==> config.mk <==
export PLATFORM = sky130hd
export DESIGN_NAME = backslash_hex_unescaper
export DESIGN_NICKNAME = d
export VERILOG_FILES = /design/src/hw/rtl/bhu_pkg.sv /design/src/hw/rtl/backslash_hex_unescaper.sv
export VERILOG_INCLUDE_DIRS = /design/src /design/src/hw/rtl
export SDC_FILE = /design/constraint.sdc
export NUM_CORES = 1
export LEC_CHECK = 0
export BUFFER_PORTS_ARGS = -buffer_cell sky130_fd_sc_hd__buf_2
export CAP_MARGIN = 10
export CORE_MARGIN = 10
export CORE_UTILIZATION = 45
export DETAILED_ROUTE_END_ITERATION = 10
export GPL_TIMING_DRIVEN = 0
export SETUP_SLACK_MARGIN = 0.4
export SLEW_MARGIN = 10
export SYNTH_ARGS = -nofsm -noshare
export SYNTH_HDL_FRONTEND = slang
export SYNTH_SLANG_ARGS = --single-unit
==> constraint.sdc <==
create_clock -name i_clk -period 4.9 [get_ports i_clk]
set_clock_uncertainty 0.05 [all_clocks]
set_input_delay 0.245 -clock i_clk [delete_from_list [all_inputs] [get_ports i_clk]]
set_output_delay 0.245 -clock i_clk [all_outputs]
set_load 0.005 [all_outputs]
==> src/hw/rtl/assert_macros.svh <==
// Assertion macros used by the unescaper RTL.
`ifndef ASSERT_MACROS_SVH
`define ASSERT_MACROS_SVH
`ifndef SYNTH
// same-cycle implication, checked out of reset
`define ASSERT_IMP(label, clk, rst_n, a, c) \
    label: assert property (@(posedge clk) disable iff (!rst_n) (a) |-> (c)) \
        else $error("assertion failed: label");
// next-cycle implication, checked out of reset
`define ASSERT_NXT(label, clk, rst_n, a, c) \
    label: assert property (@(posedge clk) disable iff (!rst_n) (a) |=> (c)) \
        else $error("assertion failed: label");
`else
`define ASSERT_IMP(label, clk, rst_n, a, c)
`define ASSERT_NXT(label, clk, rst_n, a, c)
`endif
`endif

==> src/hw/rtl/bhu_pkg.sv <==
// Types, character codes and hex helpers for the backslash hex unescaper.
package bhu_pkg;

    localparam logic [7:0] BS_CHAR    = 8'h5C;
    localparam logic [7:0] X_CHAR     = 8'h78;
    localparam logic [7:0] ZERO_CHAR  = 8'h30;
    localparam logic [7:0] LC_A_CHAR  = 8'h61;
    localparam logic [7:0] UC_A_CHAR  = 8'h41;
    localparam logic [7:0] LC_A_BIAS  = 8'd87; // 'a' - 10
    localparam logic [7:0] UC_A_BIAS  = 8'd55; // 'A' - 10
    localparam int unsigned MAX_OUT   = 4;

    typedef enum logic [1:0] {
        PH_IDLE   = 2'd0,
        PH_BS     = 2'd1,
        PH_BS_X   = 2'd2,
        PH_DIGIT  = 2'd3
    } t_phase;

    function automatic logic is_hex(input logic [7:0] c);
        return c inside {[8'h30:8'h39], [8'h61:8'h66], [8'h41:8'h46]};
    endfunction

    function automatic logic [3:0] hex_value(input logic [7:0] c);
        logic [7:0] v;
        if (c >= LC_A_CHAR) begin
            v = c - LC_A_BIAS;
        end else if (c >= UC_A_CHAR) begin
            v = c - UC_A_BIAS;
        end else begin
            v = c - ZERO_CHAR;
        end
        return v[3:0];
    endfunction

endpackage

==> src/hw/rtl/backslash_hex_unescaper.sv <==
// Top level of the backslash hex unescaper: input register, decode, result buffer.

// Removes backslash escapes from a byte stream: "\c" gives c, "\xHH" gives the
// byte 0xHH, and an incomplete hex escape or one cut off by end of string is
// passed on unchanged. An input item enters an input register, is decoded
// against the escape state in one pass and drops its 0 to 4 result bytes into
// a four-entry result buffer that drains one byte per cycle while the output
// is ready. One input item per cycle is sustained while each input gives at most
// one result and the output does not stall; the next input is decoded in the
// cycle the buffer hands out its last byte.
`include "assert_macros.svh"

module backslash_hex_unescaper (
    input  logic       i_clk,
    input  logic       i_rst_n,
    input  logic       i_s_axis_tvalid,
    output logic       o_s_axis_tready,
    input  logic [7:0] i_s_axis_tdata,   // [7:0] in_byte
    input  logic       i_s_axis_tlast,   // in_end
    output logic       o_m_axis_tvalid,
    input  logic       i_m_axis_tready,
    output logic [7:0] o_m_axis_tdata,   // [7:0] out_byte
    output logic       o_m_axis_tuser,   // run_last
    output logic       o_m_axis_tlast    // string_end
);

    // input register
    logic        r_in_valid;
    logic [7:0]  r_in_byte;
    logic        r_in_end;

    // escape state
    bhu_pkg::t_phase r_phase, n_phase;
    logic [7:0]  r_held, n_held;

    // result buffer
    logic        r_bvalid;
    logic [7:0]  r_bytes [bhu_pkg::MAX_OUT];
    logic [2:0]  r_cnt;
    logic [1:0]  r_pos;
    logic        r_end;

    logic [7:0]  n_lst [bhu_pkg::MAX_OUT];
    logic [2:0]  n_cnt;
    logic        take_c;
    logic        out_fire;
    logic        buf_done;
    logic        move;
    logic [2:0]  pos_ext;

    assign pos_ext         = {1'b0, r_pos};
    assign o_m_axis_tvalid = r_bvalid;
    assign o_m_axis_tdata  = r_bytes[r_pos];
    assign o_m_axis_tuser  = (pos_ext == r_cnt - 3'd1);
    assign o_m_axis_tlast  = o_m_axis_tuser & r_end;

    assign out_fire = r_bvalid & i_m_axis_tready;
    assign buf_done = !r_bvalid || (out_fire && o_m_axis_tuser);
    assign move     = r_in_valid & buf_done;
    assign o_s_axis_tready = !r_in_valid || buf_done;

    always_comb begin
        n_phase = r_phase;
        n_held  = r_held;
        n_cnt   = 3'd0;
        take_c  = 1'b0;
        for (int i = 0; i < bhu_pkg::MAX_OUT; i++) begin
            n_lst[i] = 8'h00;
        end

        case (r_phase)
            bhu_pkg::PH_IDLE: begin
                take_c = 1'b1;
            end
            bhu_pkg::PH_BS: begin
                if (r_in_byte == bhu_pkg::X_CHAR) begin
                    n_phase = bhu_pkg::PH_BS_X;
                end else begin
                    n_phase = bhu_pkg::PH_IDLE;
                    n_lst[n_cnt[1:0]] = r_in_byte;
                    n_cnt = n_cnt + 3'd1;
                end
            end
            bhu_pkg::PH_BS_X: begin
                if (bhu_pkg::is_hex(r_in_byte)) begin
                    n_held  = r_in_byte;
                    n_phase = bhu_pkg::PH_DIGIT;
                end else begin
                    n_lst[n_cnt[1:0]] = bhu_pkg::BS_CHAR;
                    n_cnt = n_cnt + 3'd1;
                    n_lst[n_cnt[1:0]] = bhu_pkg::X_CHAR;
                    n_cnt = n_cnt + 3'd1;
                    n_phase = bhu_pkg::PH_IDLE;
                    take_c  = 1'b1;
                end
            end
            bhu_pkg::PH_DIGIT: begin
                if (bhu_pkg::is_hex(r_in_byte)) begin
                    n_lst[n_cnt[1:0]] = {bhu_pkg::hex_value(r_held),
                                         bhu_pkg::hex_value(r_in_byte)};
                    n_cnt = n_cnt + 3'd1;
                end else begin
                    n_lst[n_cnt[1:0]] = bhu_pkg::BS_CHAR;
                    n_cnt = n_cnt + 3'd1;
                    n_lst[n_cnt[1:0]] = bhu_pkg::X_CHAR;
                    n_cnt = n_cnt + 3'd1;
                    n_lst[n_cnt[1:0]] = r_held;
                    n_cnt = n_cnt + 3'd1;
                    take_c = 1'b1;
                end
                n_phase = bhu_pkg::PH_IDLE;
                n_held  = 8'h00;
            end
            default: begin
                n_phase = bhu_pkg::PH_IDLE;
            end
        endcase

        // offending or plain byte seen from idle
        if (take_c) begin
            if (r_in_byte == bhu_pkg::BS_CHAR) begin
                n_phase = bhu_pkg::PH_BS;
            end else begin
                n_lst[n_cnt[1:0]] = r_in_byte;
                n_cnt = n_cnt + 3'd1;
            end
        end

        // end of string: flush whatever is held
        if (r_in_end) begin
            if (n_phase != bhu_pkg::PH_IDLE) begin
                n_lst[n_cnt[1:0]] = bhu_pkg::BS_CHAR;
                n_cnt = n_cnt + 3'd1;
            end
            if (n_phase == bhu_pkg::PH_BS_X || n_phase == bhu_pkg::PH_DIGIT) begin
                n_lst[n_cnt[1:0]] = bhu_pkg::X_CHAR;
                n_cnt = n_cnt + 3'd1;
            end
            if (n_phase == bhu_pkg::PH_DIGIT) begin
                n_lst[n_cnt[1:0]] = n_held;
                n_cnt = n_cnt + 3'd1;
            end
            n_phase = bhu_pkg::PH_IDLE;
            n_held  = 8'h00;
        end
    end

    always_ff @(posedge i_clk) begin
        if (!i_rst_n) begin
            r_in_valid <= 1'b0;
        end else if (o_s_axis_tready) begin
            r_in_valid <= i_s_axis_tvalid;
        end
    end

    always_ff @(posedge i_clk) begin
        if (o_s_axis_tready) begin
            r_in_byte <= i_s_axis_tdata;
            r_in_end  <= i_s_axis_tlast;
        end
    end

    always_ff @(posedge i_clk) begin
        if (!i_rst_n) begin
            r_phase <= bhu_pkg::PH_IDLE;
            r_held  <= 8'h00;
        end else if (move) begin
            r_phase <= n_phase;
            r_held  <= n_held;
        end
    end

    always_ff @(posedge i_clk) begin
        if (!i_rst_n) begin
            r_bvalid <= 1'b0;
            r_pos    <= 2'd0;
            r_cnt    <= 3'd0;
        end else if (move) begin
            r_bvalid <= (n_cnt != 3'd0);
            r_pos    <= 2'd0;
            r_cnt    <= n_cnt;
        end else if (out_fire) begin
            if (o_m_axis_tuser) begin
                r_bvalid <= 1'b0;
            end else begin
                r_pos <= r_pos + 2'd1;
            end
        end
    end

    always_ff @(posedge i_clk) begin
        if (move) begin
            r_bytes <= n_lst;
            r_end   <= r_in_end;
        end
    end

    `ASSERT_IMP(a_pos_in_range, i_clk, i_rst_n, r_bvalid, pos_ext < r_cnt)
    `ASSERT_IMP(a_buf_nonempty, i_clk, i_rst_n, r_bvalid, r_cnt != 3'd0 && r_cnt <= 3'd4)
    `ASSERT_NXT(a_end_idle, i_clk, i_rst_n, move && r_in_end, r_phase == bhu_pkg::PH_IDLE)
    `ASSERT_NXT(a_end_result, i_clk, i_rst_n, move && r_in_end, r_bvalid && r_end)

endmodule

======== Yosys cells after proc, flatten, opt, wreduce, memory -nomap -nowiden ========
Index checks and enable logic that the tools add are counted.
word-level totals
  output and inout bits ................... 12
  flip-flop bits (word level) ............. 59
  input port bits ......................... 13
cells by class
  $add $sub $neg .......................... 12
  bitwise logic cells ..................... 16
  multiplexer cells ....................... 58
  reductions and logical operators ........ 23
  $lt $le $gt $ge ......................... 17
  equality and inequality tests ........... 8
operators with widths
  operator             number
  $mux 32              8
  $mux 8               11
  $bwmux 32            2
  $demux 8 s2          4
  $and 16x16->16       2
  $ge 8x7->1 const B   4
  $not 16->16          2
  $or 16x16->16        2
  $pmux 8 s2           2
  $mux 15              2
  $mux 3               8
  $pmux 8 s3           1
  $bmux 8 s2           1
  $eq 8x7->1 const B   2
  $le 8x7->1 const B   2
  $mux 4               4
  $sub 4x3->4 const B  4
  $ge 3x3->1 const B   5
  $not 2->3            5
  $mux 2               7
  $add 3x1->3 const B  4
  $lt 3x1->1 const B   4
  $pmux 2 s3           2
  $eq 2x2->1 const B   4
  19 further kinds     42

======== Depth between registers and ports, before layout ========
Gate-level depths: netlist (run 1).
  word-level depth ........................ 23
  gate-level depth with buffers ........... 22
  gate-level depth less buffers ........... 20

======== Least setup slack after synthesis (run 1) ========
No wires, ideal clock.
  kind .................................... reg2reg
  from .................................... reg r_in_byte[1]
  to ...................................... reg r_cnt[2]
  data required time ...................... 4.699 ns
  period minus slack after synthesis ...... 4.828 ns
  arrival ................................. 4.627 ns
  stages on the path, launching flop included .. 23
  slack ................................... 0.072 ns
  buffers on the path ..................... 2
  cells stage by stage .................... edfxtp_1 > buf_2 > inv_1 > ha_1 > nor3b_1 > or4_1 > buf_2 > o21ai_1 > ha_1 > a21oi_1 > nor2_1 > ha_1 > nand2_1 > o21ai_0 > ha_1 > mux2_2 > ha_1 > nor2b_1 > a41o_1 > o32ai_1 > xnor2_1 > a21oi_1 > a21oi_1
between the ends
  cells in the longest elaborated chain, start to end .. 17
ends and longest elaborated chain
  item                                      RTL line                                                      text
  from (decl)                               backslash_hex_unescaper.sv:29                                 logic [7:0] r_in_byte;
  from (signal assigned)                    backslash_hex_unescaper.sv:158                                r_in_byte <= i_s_axis_tdata;
  $ge 8x6->1, or another cell as far along  bhu_pkg.sv:21                                                 return c inside {[8'h30:8'h39], [8'h61:8'h66], [8'h41:8'h46]};
  $logic_and 1x1->1                         bhu_pkg.sv:21
  $reduce_bool 3->1                         bhu_pkg.sv:21
  $mux 2 (on tied branches)                 backslash_hex_unescaper.sv:98, backslash_hex_unescaper.sv:85
  $pmux 2 s3                                backslash_hex_unescaper.sv:71                                 case (r_phase)
  $add 3x1->3                               backslash_hex_unescaper.sv:125                                n_cnt = n_cnt + 3'd1;
  $mux 3                                    backslash_hex_unescaper.sv:121                                if (r_in_byte == bhu_pkg::BS_CHAR) begin
  $mux 3                                    backslash_hex_unescaper.sv:120                                if (take_c) begin
  $add 3x1->3                               backslash_hex_unescaper.sv:133                                n_cnt = n_cnt + 3'd1;
  $mux 3                                    backslash_hex_unescaper.sv:131                                if (n_phase != bhu_pkg::PH_IDLE) begin
  $mux 3                                    backslash_hex_unescaper.sv:130                                if (r_in_end) begin
  $add 3x1->3                               backslash_hex_unescaper.sv:137                                n_cnt = n_cnt + 3'd1;
  $mux 3                                    backslash_hex_unescaper.sv:135                                if (n_phase == bhu_pkg::PH_BS_X || n_phase == bhu_pkg::PH_DIGIT) begin
  $mux 3                                    backslash_hex_unescaper.sv:130
  $add 3x1->3                               backslash_hex_unescaper.sv:141                                n_cnt = n_cnt + 3'd1;
  $mux 3                                    backslash_hex_unescaper.sv:139                                if (n_phase == bhu_pkg::PH_DIGIT) begin
  $mux 3 *                                  backslash_hex_unescaper.sv:130
  to (signal assigned)                      backslash_hex_unescaper.sv:181                                r_cnt <= n_cnt;
  to (decl)                                 backslash_hex_unescaper.sv:39                                 logic [2:0] r_cnt;
Every way passes the cells marked *; elsewhere a longest branch is shown, timed or not. The select of a mux whose other input is x is not followed.
A chain may end at the register's enable or synchronous reset.

======== Final worst setup path (run 1) ========
  from .................................... reg r_in_byte[1]
  to ...................................... reg r_bvalid, in the netlist o_m_axis_tvalid
between the ends
  cells in the longest elaborated chain, start to end .. 19
ends and longest elaborated chain
  item                                      RTL line                                                      text
  $ge 8x6->1, or another cell as far along  bhu_pkg.sv:21
  $logic_and 1x1->1                         bhu_pkg.sv:21
  $reduce_bool 3->1                         bhu_pkg.sv:21
  $mux 2 (on tied branches)                 backslash_hex_unescaper.sv:98, backslash_hex_unescaper.sv:85
  $pmux 2 s3                                backslash_hex_unescaper.sv:71
  $add 3x1->3                               backslash_hex_unescaper.sv:125
  $mux 3                                    backslash_hex_unescaper.sv:121
  $mux 3                                    backslash_hex_unescaper.sv:120
  [... 3 more ...]                          n/a
  $add 3x1->3                               backslash_hex_unescaper.sv:137
  $mux 3                                    backslash_hex_unescaper.sv:135
  $mux 3                                    backslash_hex_unescaper.sv:130
  $add 3x1->3                               backslash_hex_unescaper.sv:141
  $mux 3                                    backslash_hex_unescaper.sv:139
  $mux 3 *                                  backslash_hex_unescaper.sv:130
  $reduce_bool 3->1 *                       backslash_hex_unescaper.sv:179                                r_bvalid <= (n_cnt != 3'd0);
  $mux 1 *                                  backslash_hex_unescaper.sv:178                                end else if (move) begin
  to (signal assigned)                      backslash_hex_unescaper.sv:179
  to (decl)                                 backslash_hex_unescaper.sv:37                                 logic r_bvalid;
Marks and branches as above.

==> results of run 1 <==
-- state kept, by name (all words and copies together), names as in the netlist, 2 cells and up --
signal	count
r_bytes	32
r_pos	2
r_held	8
r_phase	2
r_in_byte	8
r_cnt	3
-- cell type report --
cell class                      count  area share [%]
Buffer                             25            2.63
Tap cell                          108            2.78
Clock buffer                       10            2.63
Timing Repair Buffer               46            5.87
Sequential cell                    59            33.0
Multi-Input combinational cell    301            50.6
Clock inverter                      6           0.670
Inverter                           22            1.85
-- Yosys cell counts (7+ instances only) --
| library cell | instances | area [um2] |
|---|---|---|
| and2_1 | 11 | 68.8 |
| mux4_2 | 8 | 180 |
| ha_1 | 24 | 300 |
| dfxtp_1 | 17 | 340 |
| edfxtp_1 | 42 | 1260 |
| nand2_1 | 42 | 158 |
| a22oi_1 | 16 | 120 |
| buf_2 | 10 | 50.1 |
| a32oi_1 | 8 | 70.1 |
| inv_1 | 21 | 78.8 |
| a22o_1 | 10 | 87.6 |
| o21ai_0 | 30 | 150 |
| a21oi_1 | 17 | 85.1 |
| clkbuf_1 | 12 | 45.0 |
| o22ai_1 | 10 | 62.6 |
| xnor2_1 | 7 | 61.3 |
| nor2_1 | 17 | 63.8 |
-- layer usage --
metal	track usage (%)	wire length, um	vias to the layer above
li1	-	-	1664
met1	23.4	5130	1746
met2	28.7	5570	155
met3	3.20	783	33
met4	8.35	370	0
met5	0	0	-
-- worst paths after layout --
check / startpoint / end / slack [ns] / cells past startpoint
worst max-delay path: r_in_byte[1] / o_m_axis_tvalid / 0.48 / 22
worst min-delay path: i_s_axis_tdata[0] / r_in_byte[0] / 0.01 / 1
worst max register to register: r_in_byte[1] / o_m_axis_tvalid / 0.48 / 22
worst min register to register: r_in_end / r_end / 0.45 / 0
-- report_power, final --
group	total, mW	switching [mW]	internal (mW)	leakage [nW]
clock	0.378	0.200	0.178	0.0771
combinational	0.146	0.0858	0.0602	1.17
sequential	0.563	0.00813	0.555	0.550
-- repair_timing --
action                                  4_1_cts  5_1_grt
pin swaps                                    16       18
setup buffers                                15        7
endpoints found under the hold margin         0        0
endpoints found under the setup margin       30       28
gates resized for setup                      32       20
-- through the flow --
step	setup slack (ns)	hold slack, ns	utilization [%]
CTS	0.363	0.0105	54.2
global route	0.326	0.0132	55.7
finish	0.481	0.0148	55.7
floorplan	0.407	0.294	-
detailed placement	-0.342	0.373	49.4
global placement	-0.422	0.371	49.4
-- logic make-up after synthesis --
group / share of synthesized area, %
AO/OA/AOI/OAI: 24.4
flip-flops: 39.9
buffers and inverters: 4.89
adder cells (fa/ha/maj): 7.47
multiplexers: 5.76
XOR/XNOR: 2.18
AND/OR/NAND/NOR: 15.5
-- critical path, cell delays in order, from the launching register on --
cell and delay [ns]:
edfxtp_1 0.41, buf_6 0.15, inv_6 0.06, ha_4 0.17, nor3b_4 0.06, or4_4 0.51
buf_6 0.14, o21ai_4 0.19, ha_4 0.23, a21oi_2 0.12, nor2_2 0.06, ha_1 0.30
nand2_2 0.07, o21ai_4 0.09, ha_4 0.22, mux2_4 0.28, ha_4 0.16, nor2b_4 0.12
a41o_1 0.21, o32ai_2 0.23, xnor2_1 0.11, a21oi_2 0.22, a31oi_1 0.11
==> impl_metrics.ini, run 1 <==
[run_status]
status = finished clean

[sta]
period_share_pct = 90.2
setup_viol = 0
relSlewSlack_pct = 40.8
fmax_mhz = 226
fin_tns_setup_ns = 0
period_minus_slack_ns = 4.42
tightestPinTransition_ns = 0.888
finalHoldViolations = 0
rsz0062_at_grt = true
maxSlewViolCount = 0

[cells_and_area]
final_area_mm2 = 0.00486
area_growth_pct = 20.9
n_antenna_cell = 0
fillCellCount = 768
multi_input_area_mm2 = 0.00246
final_common_cell = edfxtp_1
layoutNonFillerInstCount = 577
layout.nets = 501
layout_common_cells = edfxtp_1, nand2_1, buf_2
drive_gt1_share_pct = 28.6
seq_area_mm2 = 0.00160

[yosys]
synth_area_mm2 = 0.00402
async_flop_share_pct = 0
ys_types = 68
synth_edf_count = 42
ys_ff_latch = 59
syn_inst = 407
avgSynthCellArea_um2 = 9.87
synth_top_flop_cell = edfxtp_1
syn_nets = 444
synth_seq_area_share_pct = 39.9
yosys_warnings = 0

[critical_path]
critical_path_required_ns = 5.08
critPathLaunchType = flop
end_kind = flop
worstPathMaxFanout = 4
crit_arrival_ns = 4.60
setup.worst_path.class = reg -> reg

[clock_network]
clkSinkCount = 59
clk_pin_slew_worst_paths_ns = 0.07
cts_root_buf = clkbuf_8
clk_latency_ns = 0.35
cts_tree = done
ctsHoldBuffers = 0
cts-buffers-inserted = 9
cts_buffer_depth = 2
htreeDepth = 3

[pwr]
leakage_nw = 1.80
power.total_mw = 1.09
powerDensity_mw_per_mm2 = 224
max-vdd-ir-drop_mv = 0.108

[route]
dr.pass1.iters = 7
drt_wl_total_um = 11900
routed_via_density = 6.24
drtIter0Drc = 351
dr_total_vias = 3598
ant_nets = 0
wire_per_inst_um = 20.5
drc = 0

[placed_design]
placed_cell_area_mm2 = 0.00430
dp.cells = 539
port-buffer-count = 24
globalplace.congestion = 0.922
dp_hpwl_um = 8610

[global_routing]
grt_pass1_wl_um = 18800
antenna_found_initial = 0
first_global_vias = 3501
overflow = 0
grtUsageTotal_pct = 18.1
grt_max_degree = 42

[floorplan]
rows = 34
coreArea_mm2 = 0.00872
chipHeight_um = 115
dieWidth_um = 115
io_pins = 25
die_area_mm2 = 0.0131
start_util_pct = 46.1

[hold_path]
hold_class = in -> reg

[job]
cap_violations = 0
Power figures use the tool's default switching activity.
==> run 2, diff against run 1 <==
--- a/config.mk
+++ b/config.mk
@@ -6,12 +6,15 @@
 export SDC_FILE = /design/constraint.sdc
 export NUM_CORES = 1
 export LEC_CHECK = 0
+export ABC_AREA = 1
 export BUFFER_PORTS_ARGS = -buffer_cell sky130_fd_sc_hd__buf_2
 export CAP_MARGIN = 10
 export CORE_MARGIN = 10
 export CORE_UTILIZATION = 45
+export CTS_CLUSTER_SIZE = 12
 export DETAILED_ROUTE_END_ITERATION = 10
 export GPL_TIMING_DRIVEN = 0
+export REMOVE_ABC_BUFFERS = 1
 export SETUP_SLACK_MARGIN = 0.4
 export SLEW_MARGIN = 10
 export SYNTH_ARGS = -nofsm -noshare
==> run 2 against run 1 <==
- flip-flop and latch count is the same
- highest routed layer unchanged
- largest power group unchanged
- total power grew 6.0%
- sequential share of layout area grew 1.2 points
- critical endpoint unchanged
==> impl_metrics.ini, run 2 <==
[run_status]
status = finished clean

[placed_design]
globalplace.congestion = 0.956
place_ws_ns = -0.118
port-buffer-count = 24
dp_hpwl_um = 8790

[route]
dr.pass1.iters = 7
dr_total_vias = 3791
wire_per_inst_um = 17.4
routed_via_density = 5.70
drt_wl_total_um = 11500
ant_nets = 0
drtIter0Drc = 294
drc = 0

[yosys]
synth_common_cells = nand2_1, inv_1, nor2_1
async_flop_share_pct = 0
synth_area_leaders = edfxtp_1, dfxtp_1, ha_1
synth_xor_area_share_pct = 1.06
ys_ff_latch = 59
avgSynthCellArea_um2 = 7.97
yosys_warnings = 0
synth_edf_count = 42
ys_types = 44
syn_inst = 520
synth_top_flop_cell = edfxtp_1
muxShareOfSynthArea_pct = 0
synth_compound_area_share_pct = 21.1
synth_seq_area_share_pct = 38.6
yosysMostFrequentCell = nand2_1
synthSimpleGateAreaFrac_pct = 22.3
synth_top_cell_area_share_pct = 30.4
synth_area_mm2 = 0.00415
synth_top_family_by_area = simple AND/OR/NAND/NOR gates
synth_top_cell_by_area = edfxtp_1
synthAdderAreaFrac_pct = 7.24

[clock_network]
cts_buffer_depth = 2
cts-buffers-inserted = 9
cts_root_buf = clkbuf_8
clk_pin_slew_worst_paths_ns = 0.08
clkSinkCount = 59
clk_latency_ns = 0.35
htreeDepth = 3
cts_tree = done

[critical_path]
critical_path_required_ns = 5.08
r2r-start = r_in_byte[1]
critPathMaxStageDelay_ns = 0.43
cp-endpoint = o_m_axis_tvalid
critPathLaunchType = flop
crit_arrival_ns = 4.46
reg2reg_depth = 31
setup.worst_path.class = reg -> reg
crit_path_frequent_cell = nand2_2
reg2reg_slack_ns = 0.63
crit_slowest_cell = edfxtp_1
end_kind = flop
worstPathMaxFanout = 9
crit_start = r_in_byte[1]
r2r-end = o_m_axis_tvalid

[cells_and_area]
seq_area_mm2 = 0.00160
largest_reg_flops = 32
fillCellCount = 880
final_core_util_pct = 52.9
layout_common_cells = nand2_1, inv_1, nor2_1
layout.nets = 589
multi_input_area_mm2 = 0.00222
area_growth_pct = 13.0
final_common_cell = nand2_1
drive_gt1_share_pct = 22.6
top_register = r_bytes
n_antenna_cell = 0
reg_top3 = r_bytes x32, r_held x8, r_in_byte x8

[sta]
setup_viol = 0
period_minus_slack_ns = 4.27
layout_setup_ws_ns = 0.628
rsz0062_at_grt = false
fmax_mhz = 234
fin_tns_setup_ns = 0
finalHoldViolations = 0
period_share_pct = 87.2
tightestPinTransition_ns = 0.835
relSlewSlack_pct = 44.3
maxSlewViolCount = 0

[floorplan]
coreArea_mm2 = 0.00885
dieWidth_um = 116
start_util_pct = 46.8
chipHeight_um = 116
die_area_mm2 = 0.0135
rows = 34
io_pins = 25

[pwr]
netSwitchingFraction_pct = 27.7
power_switching_uw = 319
max-vdd-ir-drop_mv = 0.120
pwr-share-comb_pct = 10.0
power.total_mw = 1.15
leakage_nw = 2.08
clkPwrFrac_pct = 39.9
powerDensity_mw_per_mm2 = 246
internal-power_uw = 833
seq_power_share_pct = 50.0

[global_routing]
grt_pass1_wl_um = 19100
first_global_vias = 3564
grt_max_degree = 39
grtUsageTotal_pct = 18.1
antenna_found_initial = 0
overflow = 0

[job]
cap_violations = 0

[hold_path]
hold_class = in -> reg
hold_depth = 1
[run 2: changes by cell type after synthesis, sizes merged, moves of 11 or more]
cell	delta
nand3	+27
and2	-11
a21oi	+24
o22ai	+29
nand2	+44
a22oi	-14
inv	+63
o21ai	+22
nor2	+32
[run 2: power by group through the flow]
stage          clock network, mW  registers [mW]  logic, mW
2_1_floorplan                  0           0.581     0.0706
3_3_place_gp                   0           0.589      0.103
3_5_place_dp                   0           0.590      0.104
4_1_cts                    0.472           0.576      0.113
5_1_grt                    0.494           0.579      0.130
6_report                   0.460           0.576      0.116
[run 2: layout make-up]
class,count,share of cell area (%)
multi-input cells,362,47.4
flip-flops and latches,59,34.2
inverters,85,6.86
repair buffers,35,4.33
well taps,108,2.88
clock buffers,9,2.64
clock inverters,7,1.66
[run 2: worst min-delay path by stage]
stage                            from      endpoint  slack (ns)
floorplan           i_s_axis_tdata[0]  r_in_byte[0]        0.29
global placement    i_s_axis_tdata[0]  r_in_byte[0]        0.37
detailed placement  i_s_axis_tdata[5]  r_in_byte[5]        0.37
CTS                    i_s_axis_tlast      r_in_end       0.005
global route        i_s_axis_tdata[1]  r_in_byte[1]       0.004
finish                 i_s_axis_tlast      r_in_end        0.02
[run 2: stage by stage]
stage | hold slack, ns | instances | cell area, um2
after CTS | 0.00507 | 659 | 4580
final | 0.0173 | 665 | 4680
after floorplan | 0.294 | 506 | 4070
after global placement | 0.371 | 638 | 4320
after detailed placement | 0.373 | 638 | 4320
after global routing | 0.00398 | 665 | 4680
[run 2: critical path, delay by kind of cell, from the launching register on]
kind,cells,cell delay [ns]
AOI/OAI and AO/OA,2,0.25
adders and majority gates,5,1.05
buffers and inverters,8,0.71
DFF,1,0.43
and+or+nand+nor,16,1.66
[run 2: kinds of logic (layout without fill, tap and decap cells)]
| family | after synthesis | count (layout) |
|---|---|---|
| fa+ha+maj | 24 | 24 |
| xor+xnor | 5 | 5 |
| compound gates | 151 | 151 |
| flops | 59 | 59 |
| simple gates | 182 | 182 |
| buf+inv | 99 | 136 |
[run 2: repair_timing]
action                     in CTS  in global routing
resized for setup               6                 17
setup endpoints to repair      31                 25
pin swaps                       1                  7
buffers inserted                5                  6
hold buffers                    0                  0
[run 2: metal layers]
metal | up-vias | part of all wire [%] | GRT usage (%)
met5 | - | 0 | 0
met4 | 0 | 2.1 | 7.26
met3 | 17 | 6.5 | 3.62
met2 | 145 | 44 | 27.3
met1 | 1780 | 48 | 24.8
li1 | 1849 | - | -
==> run 3, diff against run 2 <==
--- a/config.mk
+++ b/config.mk
@@ -11,6 +11,7 @@
 export CAP_MARGIN = 10
 export CORE_MARGIN = 10
 export CORE_UTILIZATION = 45
+export CTS_BUF_LIST = sky130_fd_sc_hd__clkbuf_4
 export CTS_CLUSTER_SIZE = 12
 export DETAILED_ROUTE_END_ITERATION = 10
 export GPL_TIMING_DRIVEN = 0
==> run 3 against run 2 <==
- clock power fell by 19%
- final cell count rose by 1.2%
- highest routed layer unchanged
- first-iteration DRC count rose by 28%
- wire length rose by 0.75%
- global-route usage rose by 0.19 points
- register-to-register slack improved by 0.02 ns
- utilization rose by 0.35 points
- cell area rose by 0.67%
- largest power group unchanged
- count of clock-buffer cells in the layout did not move
==> impl_metrics.ini, run 3 (same netlist as run 2, synthesis figures left out) <==
[sta]
rsz0062_at_grt = false
fmax_mhz = 235
period_share_pct = 86.8
finalHoldViolations = 0
relSlewSlack_pct = 45.3
setup_viol = 0
period_minus_slack_ns = 4.25
maxSlewViolCount = 0
tightestPinTransition_ns = 0.821

[route]
dr_total_vias = 3798
drtIter0Drc = 375
dr.pass1.iters = 5
routed_via_density = 5.64
drt_wl_total_um = 11600
drc = 0
ant_nets = 0
wire_per_inst_um = 17.3

[clock_network]
clk_pin_slew_worst_paths_ns = 0.13
clk_latency_ns = 0.44
htreeDepth = 3
cts_root_buf = clkbuf_4
cts-buffers-inserted = 9
cts_buffer_depth = 2
clkSinkCount = 59
cts_tree = done

[floorplan]
rows = 34
io_pins = 25
start_util_pct = 46.8
die_area_mm2 = 0.0135
chipHeight_um = 116
coreArea_mm2 = 0.00885
dieWidth_um = 116

[pwr]
leakage_nw = 2.09
power.total_mw = 1.07
powerDensity_mw_per_mm2 = 227
max-vdd-ir-drop_mv = 0.112

[critical_path]
crit_path_frequent_cell = inv_1
end_kind = flop
setup.worst_path.class = reg -> reg
cp_top_family = simple AND/OR/NAND/NOR gates
critPathMaxStageDelay_ns = 0.43
crit_slowest_cell = edfxtp_1
worstPathMaxFanout = 9
crit_arrival_ns = 4.40
critPathBufInv = 8
critPathLaunchType = flop
critical_path_required_ns = 5.05

[global_routing]
grt_pass1_wl_um = 19300
grtUsageTotal_pct = 18.3
first_global_vias = 3630
overflow = 0
grt_max_degree = 39
antenna_found_initial = 0

[cells_and_area]
top_register = r_bytes
layout.nets = 597
n_antenna_cell = 0
area_growth_pct = 13.8
drive_gt1_share_pct = 21.9
reg_top3 = r_bytes x32, r_held x8, r_in_byte x8
layout_common_cells = nand2_1, inv_1, nor2_1
multi_input_area_mm2 = 0.00222
fillCellCount = 888
final_area_mm2 = 0.00472
largest_reg_flops = 32
seq_area_mm2 = 0.00160
final_common_cell = nand2_1

[placed_design]
placed_cell_area_mm2 = 0.00432
port-buffer-count = 24
globalplace.congestion = 0.956
dp_hpwl_um = 8790

[hold_path]
hold_class = in -> reg

[run_status]
status = finished clean

[job]
cap_violations = 0
-- run 3: worst register-to-register path, delay by kind of cell (launching register included) --
kind	cells	cell delay, ns
AOI/OAI and AO/OA	4	0.59
and+or+nand+nor	12	1.20
buffers and inverters	8	0.62
adders and majority gates	5	1.13
DFF	1	0.43
-- run 3: where the power goes --
group	internal [mW]	leakage, nW	switching [mW]
combinational	0.0441	1.46	0.0777
sequential	0.555	0.547	0.0205
clock	0.158	0.0765	0.216
total	0.758	2.09	0.314
-- run 3: through the flow --
stage	cells	TNS, ns	setup slack, ns	util (%)	hold WS (ns)
6_report	673	0	0.648	53.3	0.0134
5_1_grt	673	0	0.386	53.3	0.0369
4_1_cts	670	0	0.406	52.4	0.00357
3_5_place_dp	638	-0.673	-0.118	48.8	0.373
3_3_place_gp	638	-0.394	-0.0947	48.8	0.371
2_1_floorplan	506	0	0.546	-	0.294
-- run 3: final timing paths --
path	startpoint	endpoint	slack, ns	depth (start not counted)
max reg2reg	r_in_byte[0]	r_bytes[21]	0.65	29
min	i_rst_n	r_cnt[0]	0.01	3
max	r_in_byte[0]	r_bytes[21]	0.65	29
min reg2reg	r_cnt[2]	r_cnt[2]	0.45	2
-- run 3: per-layer routing --
| metal | vias to the layer above | wire length [um] | track usage [%] |
|---|---|---|---|
| met3 | 26 | 732 | 3.93 |
| met5 | - | 0 | 0 |
| li1 | 1864 | - | - |
| met1 | 1772 | 5490 | 24.7 |
| met2 | 136 | 5080 | 27.6 |
| met4 | 0 | 320 | 7.42 |
-- run 3: what timing repair did --
item / CTS / global route
pin swaps: 3 / 6
hold endpoints to repair: 10 / 0
gates cloned: 0 / 0
resized for setup: 9 / 15
hold buffers: 10 / 0
setup buffers: 6 / 3
endpoints found under the setup margin: 31 / 25
-- run 3: final cells by class --
| cell class | instances | area share [%] |
|---|---|---|
| Clock buffer | 9 | 1.43 |
| Clock inverter | 7 | 1.64 |
| Inverter | 85 | 6.87 |
| Multi-Input combinational cell | 362 | 47.1 |
| Sequential cell | 59 | 34.0 |
| Tap cell | 108 | 2.87 |
| Timing Repair Buffer | 43 | 6.10 |
